`config.mk`:
```
export PLATFORM = sky130hd
export DESIGN_NAME = pressure_delta_display_formatter_unit
export DESIGN_NICKNAME = d
export VERILOG_FILES = /design/src/hw/rtl/pddf_pkg.sv /design/src/hw/rtl/pressure_delta_display_formatter_unit.sv
export SDC_FILE = /design/constraint.sdc
export NUM_CORES = 1
export LEC_CHECK = 0
export BUFFER_PORTS_ARGS = -buffer_cell sky130_fd_sc_hd__buf_2
export CAP_MARGIN = 20
export CELL_PAD_IN_SITES_DETAIL_PLACEMENT = 0
export CELL_PAD_IN_SITES_GLOBAL_PLACEMENT = 1
export CORE_ASPECT_RATIO = 0.75
export CORE_MARGIN = 2
export CORE_UTILIZATION = 46
export CTS_CLUSTER_SIZE = 40
export DETAILED_ROUTE_END_ITERATION = 6
export PLACE_DENSITY_LB_ADDON = 0.15
export SLEW_MARGIN = 10
export SYNTH_ARGS = -nofsm -noshare
export SYNTH_HDL_FRONTEND = slang
export SYNTH_SLANG_ARGS = --single-unit
```
`constraint.sdc`:
```
create_clock -name clk -period 5.12 [get_ports clk]
set_input_delay 1.024 -clock clk [delete_from_list [all_inputs] [get_ports clk]]
set_output_delay 1.024 -clock clk [all_outputs]
set_load 0.05 [all_outputs]
```
`src/hw/rtl/pddf_pkg.sv`:
```
// ----------------------------------------------------------------------------
// pddf_pkg
// Widths, character codes and frame positions for the pressure delta
// display formatter.
// ----------------------------------------------------------------------------
package pddf_pkg;

  localparam int SAMPLE_BITS = 24;
  localparam int IN_DATA_W   = ((SAMPLE_BITS + 7) / 8) * 8;
  localparam int CPU_W       = 24;
  localparam logic [CPU_W-1:0] CPU_RESET = CPU_W'(318169);

  localparam int FRAC_SCALE  = 1000;
  localparam int FRAC_W      = 10;
  localparam int FRAC_MAX    = 999;
  localparam int WHOLE_W     = 7;
  localparam int WHOLE_MAX   = 99;
  localparam int DVD_W       = (SAMPLE_BITS > FRAC_W) ? SAMPLE_BITS : FRAC_W;
  localparam int CNT_W       = $clog2(DVD_W);
  localparam int PROD_W      = CPU_W + FRAC_W;

  // reciprocal multipliers for the digit split
  localparam int RECIP100    = 41;   // x/100 == (x*41)>>12 for x < 1000
  localparam int RECIP100_SH = 12;
  localparam int RECIP10     = 103;  // x/10 == (x*103)>>10 for x < 100
  localparam int RECIP10_SH  = 10;

  localparam int BAR_CELLS   = 16;
  localparam int CHARS       = 17 + BAR_CELLS;
  localparam int POS_W       = $clog2(CHARS);
  localparam int BAR_PROD_W  = $clog2(FRAC_SCALE * (BAR_CELLS + 1));

  localparam int CHAR_W      = 8;
  localparam logic [CHAR_W-1:0] CH_PLUS  = 8'h2B;
  localparam logic [CHAR_W-1:0] CH_MINUS = 8'h2D;
  localparam logic [CHAR_W-1:0] CH_SPACE = 8'h20;
  localparam logic [CHAR_W-1:0] CH_DOT   = 8'h2E;
  localparam logic [CHAR_W-1:0] CH_ZERO  = 8'h30;
  localparam logic [CHAR_W-1:0] CH_P     = 8'h50;
  localparam logic [CHAR_W-1:0] CH_S     = 8'h53;
  localparam logic [CHAR_W-1:0] CH_I     = 8'h49;
  localparam logic [CHAR_W-1:0] CH_NL    = 8'h0A;
  localparam logic [CHAR_W-1:0] CH_FULL  = 8'hFF;

  // character positions within a frame
  localparam int POS_SIGN_A  = 0;
  localparam int POS_SIGN_B  = 1;
  localparam int POS_GAP     = 2;
  localparam int POS_TENS_W  = 3;
  localparam int POS_ONES_W  = 4;
  localparam int POS_POINT   = 5;
  localparam int POS_HUND_F  = 6;
  localparam int POS_TENS_F  = 7;
  localparam int POS_ONES_F  = 8;
  localparam int POS_UNIT_SP = 9;
  localparam int POS_UNIT_P  = 10;
  localparam int POS_UNIT_S  = 11;
  localparam int POS_UNIT_I  = 12;
  localparam int POS_UNIT_SE = 13;
  localparam int POS_SIGN_C  = 14;
  localparam int POS_SIGN_D  = 15;
  localparam int POS_NL      = 16;
  localparam int BAR_START   = 17;

endpackage

```
`src/hw/rtl/pressure_delta_display_formatter_unit.sv`:
```
// ----------------------------------------------------------------------------
// pressure_delta_display_formatter_unit
// Baseline tracking, delta scaling and LCD frame output for one pressure
// sample per transfer.
// ----------------------------------------------------------------------------
//  channel  direction  contents
//  in_      slave      tdata: raw_pressure; tuser: func
//  out_     master     tdata: char_code; tlast: last
//  cfg_     slave      data: counts_per_unit, ready whenever out of reset
//
//  one item passes in turn through the whole-part divide, the scale step,
//  the fraction divide, the digit split and the frame output
//  the bit-serial divider gives one quotient bit a cycle, the frame one
//  character a cycle; output stalls stretch the frame phase only
//  in_tready is high only between frames; synchronous active-low reset
//  restores the default scale and clears the baseline
// ----------------------------------------------------------------------------
module pressure_delta_display_formatter_unit (
  input  logic                             clk,
  input  logic                             rst_n,
  input  logic                             in_tvalid,
  output logic                             in_tready,
  input  logic [pddf_pkg::IN_DATA_W-1:0]   in_tdata,   // [23:0] raw_pressure
  input  logic [0:0]                       in_tuser,   // [0] func
  output logic                             out_tvalid,
  input  logic                             out_tready,
  output logic [pddf_pkg::CHAR_W-1:0]      out_tdata,  // [7:0] char_code
  output logic                             out_tlast,
  input  logic                             cfg_valid,
  output logic                             cfg_ready,
  input  logic [pddf_pkg::CPU_W-1:0]       cfg_data    // [23:0] counts_per_unit
);

  typedef enum logic [2:0] {
    S_IDLE, S_DIV_W, S_SCALE, S_DIV_F, S_DIG1, S_DIG2, S_DIG3, S_EMIT
  } state_t;

  state_t                             state_r, state_nxt;
  logic [pddf_pkg::CPU_W-1:0]         cpu_r, cpu_nxt;
  logic [pddf_pkg::SAMPLE_BITS-1:0]   baseline_r, baseline_nxt;
  logic                               minus_r, minus_nxt;
  logic [pddf_pkg::DVD_W-1:0]         dvd_r, dvd_nxt;
  logic [pddf_pkg::CPU_W-1:0]         rem_r, rem_nxt;
  logic [pddf_pkg::CNT_W-1:0]         cnt_r, cnt_nxt;
  logic [pddf_pkg::WHOLE_W-1:0]       whole_r, whole_nxt;
  logic [pddf_pkg::FRAC_W-1:0]        frac_r, frac_nxt;
  logic [3:0]                         hund_r, hund_nxt;
  logic [3:0]                         wtens_r, wtens_nxt;
  logic [3:0]                         wones_r, wones_nxt;
  logic [6:0]                         r100_r, r100_nxt;
  logic [3:0]                         ftens_r, ftens_nxt;
  logic [pddf_pkg::POS_W-1:0]         pos_r, pos_nxt;
  logic                               out_tvalid_r, out_tvalid_nxt;
  logic [pddf_pkg::CHAR_W-1:0]        out_tdata_r, out_tdata_nxt;
  logic                               out_tlast_r, out_tlast_nxt;

  logic [pddf_pkg::SAMPLE_BITS-1:0]   sample;
  logic [pddf_pkg::SAMPLE_BITS-1:0]   base_sel;
  logic                               sample_ge;
  logic [pddf_pkg::SAMPLE_BITS-1:0]   delta;
  logic [pddf_pkg::CPU_W:0]           trial;
  logic [pddf_pkg::CPU_W:0]           trial_sub;
  logic                               trial_ge;
  logic [pddf_pkg::CPU_W-1:0]         rem_step;
  logic [pddf_pkg::DVD_W-1:0]         dvd_step;
  logic [pddf_pkg::PROD_W-1:0]        scale_prod;
  logic                               cpu_zero;
  logic [15:0]                        hund_prod;
  logic [13:0]                        wtens_prod;
  logic [13:0]                        ftens_prod;
  logic [3:0]                         fones;
  logic [pddf_pkg::POS_W-1:0]         cell_idx;
  logic [pddf_pkg::BAR_PROD_W-1:0]    cell_lhs;
  logic [pddf_pkg::BAR_PROD_W-1:0]    cell_rhs;
  logic [pddf_pkg::CHAR_W-1:0]        sign_ch;
  logic [pddf_pkg::CHAR_W-1:0]        frame_ch;
  logic                               out_free;
  logic                               in_xfer;

  assign in_tready  = rst_n && (state_r == S_IDLE);
  assign cfg_ready  = rst_n;
  assign out_tvalid = out_tvalid_r;
  assign out_tdata  = out_tdata_r;
  assign out_tlast  = out_tlast_r;
  assign in_xfer    = in_tvalid && in_tready;
  assign out_free   = !out_tvalid_r || out_tready;
  assign cpu_zero   = (cpu_r == '0);

  // baseline capture and absolute difference
  assign sample    = in_tdata[pddf_pkg::SAMPLE_BITS-1:0];
  assign base_sel  = (in_tuser[0] || baseline_r == '0) ? sample : baseline_r;
  assign sample_ge = (sample >= base_sel);
  assign delta     = sample_ge ? (sample - base_sel) : (base_sel - sample);

  // shared restoring divide step
  assign trial     = {rem_r, dvd_r[pddf_pkg::DVD_W-1]};
  assign trial_sub = trial - {1'b0, cpu_r};
  assign trial_ge  = (trial >= {1'b0, cpu_r});
  assign rem_step  = trial_ge ? trial_sub[pddf_pkg::CPU_W-1:0]
                              : trial[pddf_pkg::CPU_W-1:0];
  assign dvd_step  = {dvd_r[pddf_pkg::DVD_W-2:0], trial_ge};

  assign scale_prod = pddf_pkg::PROD_W'(rem_r) * pddf_pkg::PROD_W'(pddf_pkg::FRAC_SCALE);

  // digit split
  assign hund_prod  = 16'(frac_r) * 16'(pddf_pkg::RECIP100);
  assign wtens_prod = 14'(whole_r) * 14'(pddf_pkg::RECIP10);
  assign ftens_prod = 14'(r100_r) * 14'(pddf_pkg::RECIP10);
  assign fones      = 4'(r100_r - 7'(ftens_r) * 7'd10);

  // bar cell is full while cell*1000 <= frac*cells
  assign cell_idx = pos_r - pddf_pkg::POS_W'(pddf_pkg::BAR_START);
  assign cell_lhs = pddf_pkg::BAR_PROD_W'(cell_idx)
                    * pddf_pkg::BAR_PROD_W'(pddf_pkg::FRAC_SCALE);
  assign cell_rhs = pddf_pkg::BAR_PROD_W'(frac_r)
                    * pddf_pkg::BAR_PROD_W'(pddf_pkg::BAR_CELLS);

  assign sign_ch = minus_r ? pddf_pkg::CH_MINUS : pddf_pkg::CH_PLUS;

  always_comb begin
    case (pos_r) inside
      pddf_pkg::POS_SIGN_A, pddf_pkg::POS_SIGN_B,
      pddf_pkg::POS_SIGN_C, pddf_pkg::POS_SIGN_D: frame_ch = sign_ch;
      pddf_pkg::POS_GAP, pddf_pkg::POS_UNIT_SP,
      pddf_pkg::POS_UNIT_SE: frame_ch = pddf_pkg::CH_SPACE;
      pddf_pkg::POS_TENS_W:  frame_ch = pddf_pkg::CH_ZERO + 8'(wtens_r);
      pddf_pkg::POS_ONES_W:  frame_ch = pddf_pkg::CH_ZERO + 8'(wones_r);
      pddf_pkg::POS_POINT:   frame_ch = pddf_pkg::CH_DOT;
      pddf_pkg::POS_HUND_F:  frame_ch = pddf_pkg::CH_ZERO + 8'(hund_r);
      pddf_pkg::POS_TENS_F:  frame_ch = pddf_pkg::CH_ZERO + 8'(ftens_r);
      pddf_pkg::POS_ONES_F:  frame_ch = pddf_pkg::CH_ZERO + 8'(fones);
      pddf_pkg::POS_UNIT_P:  frame_ch = pddf_pkg::CH_P;
      pddf_pkg::POS_UNIT_S:  frame_ch = pddf_pkg::CH_S;
      pddf_pkg::POS_UNIT_I:  frame_ch = pddf_pkg::CH_I;
      pddf_pkg::POS_NL:      frame_ch = pddf_pkg::CH_NL;
      default: frame_ch = (cell_lhs <= cell_rhs) ? pddf_pkg::CH_FULL
                                                 : pddf_pkg::CH_SPACE;
    endcase
  end

  always_comb begin
    state_nxt      = state_r;
    cpu_nxt        = (cfg_valid && cfg_ready) ? cfg_data : cpu_r;
    baseline_nxt   = baseline_r;
    minus_nxt      = minus_r;
    dvd_nxt        = dvd_r;
    rem_nxt        = rem_r;
    cnt_nxt        = cnt_r;
    whole_nxt      = whole_r;
    frac_nxt       = frac_r;
    hund_nxt       = hund_r;
    wtens_nxt      = wtens_r;
    wones_nxt      = wones_r;
    r100_nxt       = r100_r;
    ftens_nxt      = ftens_r;
    pos_nxt        = pos_r;
    out_tvalid_nxt = out_tvalid_r && !out_tready;
    out_tdata_nxt  = out_tdata_r;
    out_tlast_nxt  = out_tlast_r;
    unique case (state_r)
      S_IDLE: begin
        if (in_xfer) begin
          baseline_nxt = base_sel;
          minus_nxt    = !sample_ge;
          dvd_nxt      = pddf_pkg::DVD_W'(delta);
          rem_nxt      = '0;
          cnt_nxt      = pddf_pkg::CNT_W'(pddf_pkg::DVD_W - 1);
          state_nxt    = S_DIV_W;
        end
      end
      S_DIV_W: begin
        dvd_nxt = dvd_step;
        rem_nxt = rem_step;
        cnt_nxt = cnt_r - 1'b1;
        if (cnt_r == '0) begin
          state_nxt = S_SCALE;
        end
      end
      S_SCALE: begin
        if (cpu_zero || dvd_r > pddf_pkg::DVD_W'(pddf_pkg::WHOLE_MAX)) begin
          whole_nxt = pddf_pkg::WHOLE_W'(pddf_pkg::WHOLE_MAX);
        end else begin
          whole_nxt = dvd_r[pddf_pkg::WHOLE_W-1:0];
        end
        // remainder * 1000 < cpu << FRAC_W, so the quotient fits FRAC_W bits
        rem_nxt   = scale_prod[pddf_pkg::PROD_W-1:pddf_pkg::FRAC_W];
        dvd_nxt   = pddf_pkg::DVD_W'(scale_prod[pddf_pkg::FRAC_W-1:0])
                    << (pddf_pkg::DVD_W - pddf_pkg::FRAC_W);
        cnt_nxt   = pddf_pkg::CNT_W'(pddf_pkg::FRAC_W - 1);
        state_nxt = S_DIV_F;
      end
      S_DIV_F: begin
        dvd_nxt = dvd_step;
        rem_nxt = rem_step;
        cnt_nxt = cnt_r - 1'b1;
        if (cnt_r == '0) begin
          frac_nxt  = cpu_zero ? pddf_pkg::FRAC_W'(pddf_pkg::FRAC_MAX)
                               : dvd_step[pddf_pkg::FRAC_W-1:0];
          state_nxt = S_DIG1;
        end
      end
      S_DIG1: begin
        hund_nxt  = hund_prod[pddf_pkg::RECIP100_SH+3:pddf_pkg::RECIP100_SH];
        wtens_nxt = wtens_prod[pddf_pkg::RECIP10_SH+3:pddf_pkg::RECIP10_SH];
        state_nxt = S_DIG2;
      end
      S_DIG2: begin
        r100_nxt  = 7'(frac_r - 10'(hund_r) * 10'd100);
        wones_nxt = 4'(whole_r - 7'(wtens_r) * 7'd10);
        state_nxt = S_DIG3;
      end
      S_DIG3: begin
        ftens_nxt = ftens_prod[pddf_pkg::RECIP10_SH+3:pddf_pkg::RECIP10_SH];
        pos_nxt   = '0;
        state_nxt = S_EMIT;
      end
      S_EMIT: begin
        if (out_free) begin
          out_tvalid_nxt = 1'b1;
          out_tdata_nxt  = frame_ch;
          out_tlast_nxt  = (pos_r == pddf_pkg::POS_W'(pddf_pkg::CHARS - 1));
          if (pos_r == pddf_pkg::POS_W'(pddf_pkg::CHARS - 1)) begin
            state_nxt = S_IDLE;
          end else begin
            pos_nxt = pos_r + 1'b1;
          end
        end
      end
      default: state_nxt = S_IDLE;
    endcase
  end

  always_ff @(posedge clk) begin
    if (!rst_n) begin
      state_r      <= S_IDLE;
      cpu_r        <= pddf_pkg::CPU_RESET;
      baseline_r   <= '0;
      out_tvalid_r <= 1'b0;
    end else begin
      state_r      <= state_nxt;
      cpu_r        <= cpu_nxt;
      baseline_r   <= baseline_nxt;
      out_tvalid_r <= out_tvalid_nxt;
    end
    minus_r     <= minus_nxt;
    dvd_r       <= dvd_nxt;
    rem_r       <= rem_nxt;
    cnt_r       <= cnt_nxt;
    whole_r     <= whole_nxt;
    frac_r      <= frac_nxt;
    hund_r      <= hund_nxt;
    wtens_r     <= wtens_nxt;
    wones_r     <= wones_nxt;
    r100_r      <= r100_nxt;
    ftens_r     <= ftens_nxt;
    pos_r       <= pos_nxt;
    out_tdata_r <= out_tdata_nxt;
    out_tlast_r <= out_tlast_nxt;
  end

  a_busy_after_transfer: assert property (@(posedge clk) disable iff (!rst_n)
    in_tvalid && in_tready |=> !in_tready)
    else $error("input taken while a frame is in progress");

  a_rem_below_divisor: assert property (@(posedge clk) disable iff (!rst_n)
    (state_r == S_DIV_W || state_r == S_DIV_F) && !cpu_zero |-> rem_r < cpu_r)
    else $error("partial remainder not below divisor");

  a_frac_count_range: assert property (@(posedge clk) disable iff (!rst_n)
    state_r == S_DIV_F |-> cnt_r < pddf_pkg::CNT_W'(pddf_pkg::FRAC_W))
    else $error("fraction divide count out of range");

endmodule

```
# Word level (Yosys, flattened, before mapping)
# Cells that the tools add are included.
# totals
register_bits,161
output_inout_bits,12
input_bits,54
word_cells,134
# classes
n_addsub,14
n_mux,34
mul,8
n_lt_le_gt_ge,4
n_eq_ne,30
reduce_logical,26
# op_table
operator,count
24-bit case mux with 3 select lines,2
24-bit 2-to-1 mux,5
8-bit 2-to-1 mux,13
24-bit subtractor,3
"6-bit by 4-bit equality test with 1-bit output, second input constant",8
24-bit logical NOT,2
"6-bit by 4-bit adder with 7-bit output, first input constant",5
"24-bit by 7-bit multiplier with 31-bit output, second input constant",1
"7-bit by 7-bit multiplier with 14-bit output, second input constant",2
25-bit by 24-bit >= comparator with 1-bit output,1
"6-bit by 3-bit equality test with 1-bit output, second input constant",4
24-bit >= comparator,1
"24-bit by 7-bit greater-than comparator with 1-bit output, second input constant",1
3-bit case mux with 8 select lines,1
3-bit 2-to-1 mux,6
"10-bit by 6-bit multiplier with 16-bit output, second input constant",1
15-bit by 14-bit less-or-equal comparator with 1-bit output,1
5-bit case mux with 3 select lines,1
"3-bit equality test, second input constant",4
"6-bit by 2-bit equality test with 1-bit output, second input constant",2
"6-bit by 7-bit multiplier with 12-bit output, second input constant",1
6-bit 2-to-1 mux,2
"2-bit != test, second input constant",6
6-bit case mux with 2 select lines,1
other kinds (28),42

# Depth between registers and ports, before layout
# Gate-level depths: netlist of the first run.
# depth
ltp_word,16
ltp_mapped,27
ltp_nobuf,26

# Worst setup path after synthesis of the first run
# Ideal clock, no wire load.
# synth_timing
kind,input to register
from,input rst_n
to,"register cnt_r[0] (netlist bit), enable pin"
t_required_ns,4.639
path_stages,5
n_path_buf,2
slack_ns,-1.510
setup_ns,0.481
t_arrival_ns,6.149
cell_sequence,clkbuf_1 > nor4b_1 > nand2_1 > clkbuf_1 > a21oi_1
# synth_between
elab_chain_cells,4
# synth_lines
element,line,source
from (decl),pressure_delta_display_formatter_unit.sv:20,"input logic rst_n,"
1-bit logical AND,pressure_delta_display_formatter_unit.sv:80,assign in_tready = rst_n && (state_r == S_IDLE);
net in_tready,pressure_delta_display_formatter_unit.sv:22,"output logic in_tready,"
1-bit logical AND,pressure_delta_display_formatter_unit.sv:85,assign in_xfer = in_tvalid && in_tready;
2-bit != test (no source line),-,
2-bit AND reduction (no source line),-,
to (signal assigned),pressure_delta_display_formatter_unit.sv:248,cnt_r <= cnt_nxt;
to (decl),pressure_delta_display_formatter_unit.sv:44,"logic [pddf_pkg::CNT_W-1:0] cnt_r, cnt_nxt;"
# The timed path passes the listed nets, and every way through them passes these cells.
# A chain may end at the register's enable or synchronous reset.

# Final worst setup path of the first run
# layout_timing
from,register pos_r[0] (netlist bit)
to,"register out_tdata_r, in the netlist out_tdata[0], data pin"
# layout_between
elab_chain_cells,16
word_cells_on_any_way,35
cone_classes,1 x add/sub; 1 x mul; 1 x order compare; 16 x eq/ne; 13 x mux; 3 x reduce/logical
# layout_lines
element,line,source
from (decl),pressure_delta_display_formatter_unit.sv:52,"logic [pddf_pkg::POS_W-1:0] pos_r, pos_nxt;"
from (signal assigned),pressure_delta_display_formatter_unit.sv:256,pos_r <= pos_nxt;
6-bit by 5-bit subtractor with 6-bit output,pressure_delta_display_formatter_unit.sv:112,assign cell_idx = pos_r - pddf_pkg::POS_W'(pddf_pkg::BAR_START);
net cell_idx (one bit),pressure_delta_display_formatter_unit.sv:72,logic [pddf_pkg::POS_W-1:0] cell_idx;
6-bit by 7-bit multiplier with 12-bit output,pressure_delta_display_formatter_unit.sv:114,* pddf_pkg::BAR_PROD_W'(pddf_pkg::FRAC_SCALE);
15-bit by 14-bit less-or-equal comparator with 1-bit output,pressure_delta_display_formatter_unit.sv:136,default: frame_ch = (cell_lhs <= cell_rhs) ? pddf_pkg::CH_FULL
8-bit 2-to-1 mux,pressure_delta_display_formatter_unit.sv:136,
8-bit 2-to-1 mux (12 in a row),pressure_delta_display_formatter_unit.sv:121,case (pos_r) inside
to (signal assigned),pressure_delta_display_formatter_unit.sv:257,out_tdata_r <= out_tdata_nxt;
to (decl),pressure_delta_display_formatter_unit.sv:54,"logic [pddf_pkg::CHAR_W-1:0] out_tdata_r, out_tdata_nxt;"
# The timed path passes the listed nets, and every way through them passes these cells.

==> results.txt, run 1 <==
- Horizontal die dimension: 234 microns
- In this run the standard cell core region covers 0.0394 sq mm.
- For this run, the leading register cell type out of synthesis is sky130_fd_sc_hd__edfxtp_1.
- Synth Instances: ~2000
- Share of cell area taken by muxes after synthesis: 0.0285
- sky130_fd_sc_hd__ha_1 takes more of the synthesized area than any other cell.
* Setup repair after global routing missed its margin: yes
- Area growth from synthesis to layout: 20.2%
* Adder and majority gate portion of the synthesized area: 0.332
- Maximum clock skew at final layout: 0.0201 ns
- In this run, synthesis produced a sequential element count of approximately 160.
* Worst hold path type: flip-flop to flip-flop
* Clock tree sinks: 161
* First-pass iteration count of the detailed router: 5
* Leading post-synthesis cells by cell area: sky130_fd_sc_hd__ha_1 (20%), sky130_fd_sc_hd__edfxtp_1 (18%), sky130_fd_sc_hd__fa_1 (13%)
* Main combinational cell family by area after synthesis: adder cells
- At the worst endpoint, the arrival time is about 5.7 ns.
* Routability Congestion: 0.915
- Total number of nets in the final design: 2674
- In the synthesized netlist the async set-or-reset flop fraction comes to 0.
- Highest metal layer with signal wires: met4
- Antenna violations before repair: 1
* Critical path class: flip-flop to flip-flop
- Of the total synthesized cell area, the portion taken by XOR and XNOR cells is 0.0507.
- In this run the number of H-tree levels came out at 4.
- For the finished layout, the period the worst path requires is about 5.4 ns.
* Most used cells in the layout excluding fill and tap cells: sky130_fd_sc_hd__ha_1 (278), sky130_fd_sc_hd__inv_1 (249), sky130_fd_sc_hd__buf_4 (229), sky130_fd_sc_hd__fa_1 (118), sky130_fd_sc_hd__edfxtp_1 (109)
- Final slew viol count: 0
- Sum of negative setup slack: -1.23 ns
- In the global route stage, overall resource usage came out at 0.237.
- Pin count of the biggest net entering global routing: 54
- The worst register-to-register path has a setup slack of -0.27 ns.
* CTS tree: yes
* Detailed route wirelength on metal3: 1640 microns
- The fraction of the mapped netlist area in compound gates came to 0.173.
- For the pin with the worst max-slew slack, the measured transition is about 0.96 ns.
- Number of design-rule violations left by the first detailed-router iteration: between 900 and 1000
* Reg clk slew, reported paths: ~0.080 ns
* Max IR drop VDD: approximately 810 uV
- Kind of start point of the critical path: flip-flop
* Max Buffers Root-to-Sink: 2
* CTS Root Cell: sky130_fd_sc_hd__clkbuf_16
* Cell seen most often among critical-path stages: sky130_fd_sc_hd__ha_4
- Summed over all cells, the static leakage comes to between 10 and 15 nW.
* Boundary Pins: 66
- Of the post-synthesis cell area, the dominant cell type holds 0.199.
* Required time of the critical path: 5.41 ns
- Category of cells accounting for the largest share of critical-path delay: adder cells
- Max-Cap Viols: 0
- Cell with the biggest individual delay on the critical path: sky130_fd_sc_hd__fa_1
- In the final layout, the share of cells above drive strength 1 is 0.200.
- The share of the Yosys chip area taken by registers is 0.235.
* Count of different cell masters after synthesis: 80
- Once detail routing completed, the nets flagged for antenna violations numbered 0.
* Final Hold Vio Count: 0
* Failing checks: negative setup slack
- Number of vias after detailed routing: 14800
- Port-buffer cells: 65
- After floorplanning, the core was divided into 63 placement rows.
- The run finished, with violations left.
- After synthesis, the mean cell area works out to 9.37 sq um.
* Final setup violation count: 7
* Skew-Pair Late Insertion Delay: 0.46 ns
- Overall power consumption after layout is estimated at around 14 mW.
- Dividing the detail-routed wire length by the instance count gives 17.5 microns.
- Number of global-route vias before repair: 14700
- Highest net fanout along the worst path: 4
- The number of antenna diodes in the final layout is 0.
* Worst slew slack as a fraction of its limit: 0.356
- Placed wire-length estimate after detailed placement: 38400 microns
* Floorplan die height: about 180 microns
- Grt total ovfl: 0
* Ratio of total power to cell area: 618 mW/mm^2
- Counting the buffers created by CTS gives 17.
* Wirelength, routed: 47800 microns
* Vias/cell: 5.40
- The Yosys step of the flow raised 0 warnings.
- STA classifies the critical path endpoint as a flip-flop.
- Overall die area: 0.0415 sq mm
- Share of the core filled with cells in the final layout: 0.559
- Final Cycle Share: 1.05
* Wire length of the first global-routing pass: 77800 microns
- Effective utilization at floorplan: 0.465
- Setup WS post-layout: -0.267 ns
- Metal1 wirelength: 23900 microns
- Hold slack: 0.489 ns
- Yosys mapped a number of flops with a built-in enable equal to 109.
* Largest stage delay on the critical path: 0.58 ns
* Most common cell after layout, fill and taps aside: sky130_fd_sc_hd__ha_1
- After detailed routing, the number of remaining DRC violations is 0.
- Traced cell by cell, the critical path runs through clkinv_4 -> ha_4 -> nor2_2 -> a32o_2 -> a32oi_2 -> o21ai_2 -> ha_4 -> inv_4 -> fa_1 -> fa_1 -> inv_2 -> ha_4 -> nor2b_4 -> o21a_1 -> nor2_2 -> xnor2_1 -> ha_1 -> buf_4 -> nand3_4 -> o31a_1 -> or3_4 -> a31oi_4 -> o21ai_1 -> o211ai_1.
- The cell area that synthesis handed to floorplanning was about 0.018 sq mm.
- When the netlist entered floorplanning its net count stood at 2422.
- Max Freq: 0.186 GHz
- Together, buffers and inverters on the worst path number 4.
- Synth Area in Simple Gates: 0.113
- Hold repair after CTS inserted 0 buffers.
* Met2 WL: 21800 microns
final cells by class:
cell class / count / area, sq um
Clock buffer: 20 / 447
Clock inverter: 12 / 159
Fill cell: 3611 / 17400
Inverter: 256 / 973
Multi-Input combinational cell: 1471 / 13400
Sequential cell: 161 / 4310
Tap cell: 520 / 651
Timing Repair Buffer: 300 / 2120
metrics by stage:
step / cell area [sq um] / std cells / worst slack (ns)
after floorplan: 18400 / 1955 / -0.00866
after global placement: 20700 / 2676 / -0.129
after detailed placement: 20700 / 2676 / -0.270
after CTS: 21500 / 2713 / -0.111
after global routing: 22000 / 2740 / -0.507
final: 22000 / 2740 / -0.267
layer usage:
layer  track usage  vias up
li1              -     7404
met1         0.349     7095
met2         0.376      275
met3        0.0266       32
met4        0.0456        0
met5             0        -
cells by family after synthesis:
| group | Yosys count |
|---|---|
| AND/OR/NAND/NOR | 413 |
| multiplexers | 52 |
| flip-flops | 161 |
| adder cells (fa/ha/maj) | 413 |
| AO/OA/AOI/OAI | 487 |
| XOR/XNOR | 106 |
| buffers and inverters | 323 |
worst register-to-register path, cell delays in order (launching register included):
cell and delay, ns:
sky130_fd_sc_hd__edfxtp_1 0.48, sky130_fd_sc_hd__clkinv_4 0.11, sky130_fd_sc_hd__ha_4 0.17, sky130_fd_sc_hd__nor2_2 0.05
sky130_fd_sc_hd__a32o_2 0.24, sky130_fd_sc_hd__a32oi_2 0.22, sky130_fd_sc_hd__o21ai_2 0.12, sky130_fd_sc_hd__ha_4 0.29
sky130_fd_sc_hd__inv_4 0.04, sky130_fd_sc_hd__fa_1 0.49, sky130_fd_sc_hd__fa_1 0.58, sky130_fd_sc_hd__inv_2 0.05
sky130_fd_sc_hd__ha_4 0.22, sky130_fd_sc_hd__nor2b_4 0.12, sky130_fd_sc_hd__o21a_1 0.19, sky130_fd_sc_hd__nor2_2 0.13
sky130_fd_sc_hd__xnor2_1 0.08, sky130_fd_sc_hd__ha_1 0.29, sky130_fd_sc_hd__buf_4 0.12, sky130_fd_sc_hd__nand3_4 0.07
sky130_fd_sc_hd__o31a_1 0.38, sky130_fd_sc_hd__or3_4 0.42, sky130_fd_sc_hd__a31oi_4 0.15, sky130_fd_sc_hd__o21ai_1 0.09
sky130_fd_sc_hd__o211ai_1 0.12
what timing repair did:
| action | 4_1_cts | 5_1_grt |
|---|---|---|
| endpoints found under the setup margin | 14 | 26 |
| pin swaps | 16 | 70 |
| buffers inserted | 5 | 27 |
| resized for setup | 30 | 73 |
power by group:
part	switching [mW]	internal (mW)	total (mW)
registers	0.128	1.54	1.67
logic	5.45	5.12	10.6
clock network	0.594	0.783	1.38
total	6.17	7.45	13.6
cell usage after synthesis, types with 5 or more instances:
| cell type | count |
|---|---|
| sky130_fd_sc_hd__o21ai_0 | 111 |
| sky130_fd_sc_hd__nand2b_1 | 11 |
| sky130_fd_sc_hd__ha_1 | 291 |
| sky130_fd_sc_hd__nand4_1 | 21 |
| sky130_fd_sc_hd__xor2_1 | 38 |
| sky130_fd_sc_hd__or2_2 | 14 |
| sky130_fd_sc_hd__buf_1 | 5 |
| sky130_fd_sc_hd__nand3_1 | 53 |
| sky130_fd_sc_hd__fa_1 | 122 |
| sky130_fd_sc_hd__o211ai_1 | 21 |
| sky130_fd_sc_hd__and2_1 | 7 |
| sky130_fd_sc_hd__nor2b_1 | 31 |
| sky130_fd_sc_hd__a22oi_1 | 5 |
| sky130_fd_sc_hd__xnor2_1 | 68 |
| sky130_fd_sc_hd__o22ai_1 | 21 |
| sky130_fd_sc_hd__inv_1 | 255 |
| sky130_fd_sc_hd__edfxtp_1 | 109 |
| sky130_fd_sc_hd__nor3_1 | 28 |
| sky130_fd_sc_hd__nor4_1 | 18 |
| sky130_fd_sc_hd__and3_1 | 9 |
| sky130_fd_sc_hd__nor2_1 | 92 |
| sky130_fd_sc_hd__mux2i_1 | 51 |
| sky130_fd_sc_hd__o21a_1 | 15 |
| sky130_fd_sc_hd__nor3b_1 | 6 |
| sky130_fd_sc_hd__dfxtp_1 | 52 |
| sky130_fd_sc_hd__a211oi_1 | 11 |
| sky130_fd_sc_hd__a221oi_1 | 5 |
| sky130_fd_sc_hd__buf_2 | 12 |
| sky130_fd_sc_hd__clkbuf_1 | 47 |
| sky130_fd_sc_hd__o21bai_1 | 17 |
| sky130_fd_sc_hd__a21o_1 | 85 |
| sky130_fd_sc_hd__or3_1 | 12 |
| sky130_fd_sc_hd__nand2_1 | 96 |
| sky130_fd_sc_hd__a21oi_1 | 112 |
| sky130_fd_sc_hd__o31ai_1 | 9 |
| sky130_fd_sc_hd__a31oi_1 | 15 |
sequential cells by signal (all words and copies together) (netlist names):
register and count:
baseline_r 24, cnt_r 5, cpu_r 24, dvd_r 24
frac_r 10, ftens_r 4, hund_r 4, minus_r 1
out_tdata 8, out_tlast 1, out_tvalid 1, pos_r 6
r100_r 7, rem_r 24, state_r 3, whole_r 7
wones_r 4, wtens_r 4
path summary, 6_finish.rpt:
path | startpoint | to | cells past startpoint
setup reg to reg | pos_r[0] | out_tdata[0] | 24
hold / removal | baseline_r[13] | baseline_r[13] | 2
setup / recovery | pos_r[0] | out_tdata[0] | 24
hold reg to reg | baseline_r[13] | baseline_r[13] | 2
Power figures use the tool's default switching activity.
==> run 2, diff against run 1 <==
==> constraint.sdc (replaced) <==
create_clock -name clk -period 5.12 [get_ports clk]
set_input_delay 1.024 -clock clk [delete_from_list [all_inputs] [get_ports clk]]
set_output_delay 1.024 -clock clk [all_outputs]
set_load 0.005 [all_outputs]
==> run 2 against run 1 <==
Effect of this change: the run still ends with negative setup slack left; wire length decreased by 1.6%; worst setup slack improved by 0.12 ns; clock skew shrank 0.0047 ns; die area stayed put; sequential share of layout area grew 0.16 points; cell count fell by 0.18%; critical path depth grew 3; via count is 0.13% higher; flip-flop and latch count is the same; global-route usage down 0.31 points; non-clock buffer count fell by 5; worst hold slack better by 0.0048 ns; critical path type unchanged; largest cell class unchanged.
==> results.txt, run 2 (same netlist as run 1, synthesis figures left out) <==
- Grt total ovfl: 0 (unchanged)
* Floorplan row count: 63 (unchanged)
- Switching power share of the total: 0.460 (+0.00705)
- The ratio of total power to cell area came to 618 mW/mm^2 (about the same).
- Slew at the pin closest to its max-slew limit: 1.14 ns (+0.186 ns)
- The biggest cell delay along the critical path is 0.51 ns (-0.07 ns).
- The CTS sink count was 161 (unchanged).
- Worst hold path type: flip-flop to flip-flop
* Fraction of final layout cells sized beyond drive strength 1: 0.192 (-0.00768)
- Setup WS post-layout: -0.143 ns (+0.123 ns)
* Total number of nets in the final design: 2669 (-0.19%)
* Wirelength, routed: 47100 microns (-1.6%)
- The number of inserted filler cells in the final layout was 3580 (-0.86%).
* Core Region: 0.0394 sq mm (unchanged)
- Number of global-route vias before repair: 14600 (-0.50%)
* Count of non-filler cells in the finished layout: 2735 (-0.18%)
- Among cell families on the critical path, the largest total delay comes from adder cells.
- H-tree lvl count: 4 (unchanged)
- Failing checks: negative setup slack
* Area growth from synthesis to layout: 19.2%
- Combined flip-flop and latch cell area: 0.00431 sq mm (unchanged)
- The arrival time at the worst endpoint is 5.56 ns (-0.11 ns).
* Cell seen most often among critical-path stages: sky130_fd_sc_hd__ha_4
- The routed wire length per instance is 17.2 microns (-1.4%).
- Antenna violations before repair: 1 (unchanged)
- The tree is rooted in a sky130_fd_sc_hd__clkbuf_16.
- # hold bufs at CTS: 0 (unchanged)
* Floorplan die height: 177 microns (unchanged)
- The met2 usage is 0.360 (-0.0162).
* Multi-input combinational cell area: 0.0132 sq mm (-0.91%)
* Max-Cap Viols: 0 (unchanged)
- The cell leakage power is 10.5 nW (-0.33%).
* Horizontal die dimension: 234 microns (unchanged)
* Skew-Pair Late Insertion Delay: 0.46 ns (about the same)
- The power share of the sequential group is 0.124 (about the same).
- The part of the cycle the worst path needs came to 1.03 (-0.0241).
- Port-buffer cells: 65 (unchanged)
- Max Freq: 0.190 GHz (+2.3%)
* CTS tree: yes
- Met1 GRT Util: 0.349 (about the same)
- Cell with the biggest individual delay on the critical path: sky130_fd_sc_hd__fa_1
* Overall die area: 0.0415 sq mm (unchanged)
- Internal power contribution: 7.28 mW (-2.2%)
* Final setup violation count: 5 (-2)
* Boundary Pins: 66 (unchanged)
- The remaining max-slew budget at the tightest pin is 0.231 (-0.125).
* Post-route DRC: 0 (unchanged)
- Cts bufs inserted: 17 (unchanged)
- Setup repair after global routing missed its margin: yes
- The routability-driven placement congestion ratio is 0.886 (-3.1%).
- Worst Setup End Kind: flip-flop
- The setup path with the least slack is of type flip-flop to flip-flop.
* Remaining antenna violation count: 0 (unchanged)
- Placed wire-length estimate after detailed placement: 38000 microns (-0.96%)
- Hold slack: 0.494 ns (+0.00481 ns)
- Max IR drop VDD: 919 uV (+14%)
- Final slew viol count: 0 (unchanged)
- Reg clk slew, reported paths: 0.08 ns (about the same)
- The flow ran to the end, but the final reports show violations.
- Ant. Diodes: 0 (unchanged)
- Effective utilization at floorplan: 0.465 (unchanged)
- The number of cells after detailed placement came to 2673 (-0.11%).
- Wire length of the first global-routing pass: 76800 microns (-1.4%)
* Proportion of power drawn by combinational gates: 0.777 (about the same)
* Vias/cell: 5.42 (+0.31%)
- The minimum clock period came to 5.26 ns (-0.123 ns).
- The final hold violation count was 0 (unchanged).
- The pin count of the biggest net entering global routing was 54 (unchanged).
* Met3 Resource Use GR: 0.0379 (+0.0113)
- Most used cells in the layout excluding fill and tap cells: sky130_fd_sc_hd__ha_1 (279), sky130_fd_sc_hd__inv_1 (247), sky130_fd_sc_hd__buf_4 (224), sky130_fd_sc_hd__fa_1 (120), sky130_fd_sc_hd__edfxtp_1 (109)
- Required time of the critical path: 5.42 ns (about the same)
- The detailed-routing iteration count for the pre-antenna-repair pass is 5 (unchanged).
- Maximum clock skew at final layout: 0.0154 ns (-0.00469 ns)
- Global-route usage over all layers: 0.234 (-0.00310)
- The maximum net fanout on the critical path is 4 (unchanged).
- Most common cell after layout, fill and taps aside: sky130_fd_sc_hd__ha_1
- Layer with the highest usage after global routing: met2
* Buffers & Inverters on Critical Path: 5 (+1)
* Number of design-rule violations left by the first detailed-router iteration: 996 (+9.8%)
* Number of vias after detailed routing: 14800 (+0.13%)
- Max Buffers Root-to-Sink: 2 (unchanged)
* Kind of start point of the critical path: flip-flop
- Proportion of power drawn by the clock network: 0.100 (about the same)
- Net Sw Power: 6.21 mW (+0.64%)
run 2: worst register-to-register path: cells and delay by family (launching register included):
family | cells | cell delay (ns)
AO/OA/AOI/OAI | 10 | 1.43
AND/OR/NAND/NOR | 3 | 0.52
flip-flops | 1 | 0.48
XOR/XNOR | 3 | 0.44
buffers and inverters | 5 | 0.45
adder cells (fa/ha/maj) | 6 | 1.75
run 2: routing by layer:
metal / part of all wire / up-vias
li1: - / 7412
met1: 0.52 / 7165
met2: 0.44 / 222
met3: 0.037 / 26
met4: 0.0090 / 0
met5: 0 / -
run 2: worst paths after layout:
kind             startpoint  cells past startpoint        endpoint  slack (ns)
min reg2reg  baseline_r[20]                      2  baseline_r[20]        0.49
max reg2reg        pos_r[0]                     27    out_tdata[0]       -0.14
max                pos_r[0]                     27    out_tdata[0]       -0.14
min          baseline_r[20]                      2  baseline_r[20]        0.49
run 2: through the flow:
step	setup TNS [ns]	total power, mW	area (sq um)	worst slack (ns)	util
after floorplan	-0.00866	8.01	18400	-0.00866	-
after global placement	-0.965	11.0	20600	-0.181	0.524
after detailed placement	-2.34	11.1	20600	-0.313	0.524
after CTS	-0.342	12.7	21400	-0.145	0.544
after global routing	-2.10	14.8	21800	-0.397	0.554
final	-0.398	13.5	21800	-0.143	0.554
run 2: what timing repair did:
item,in CTS,in global routing
pin swaps,28,39
resized for setup,34,51
buffers inserted,8,23
endpoints found under the setup margin,13,24
run 2: layout make-up:
| type | count | share of cell area |
|---|---|---|
| flip-flops and latches | 161 | 0.197 |
| well taps | 520 | 0.0298 |
| inverters | 256 | 0.0444 |
| multi-input cells | 1471 | 0.606 |
| repair buffers | 295 | 0.0953 |
| clock inverters | 15 | 0.00756 |
| clock buffers | 17 | 0.0195 |
run 2: power groups by stage:
stage / clock [mW] / sequential, mW / combinational [mW]
after floorplan: 0 / 1.69 / 6.31
after global placement: 0 / 1.70 / 9.31
after detailed placement: 0 / 1.71 / 9.41
after CTS: 1.38 / 1.68 / 9.69
after global routing: 1.42 / 1.69 / 11.7
final: 1.34 / 1.67 / 10.5
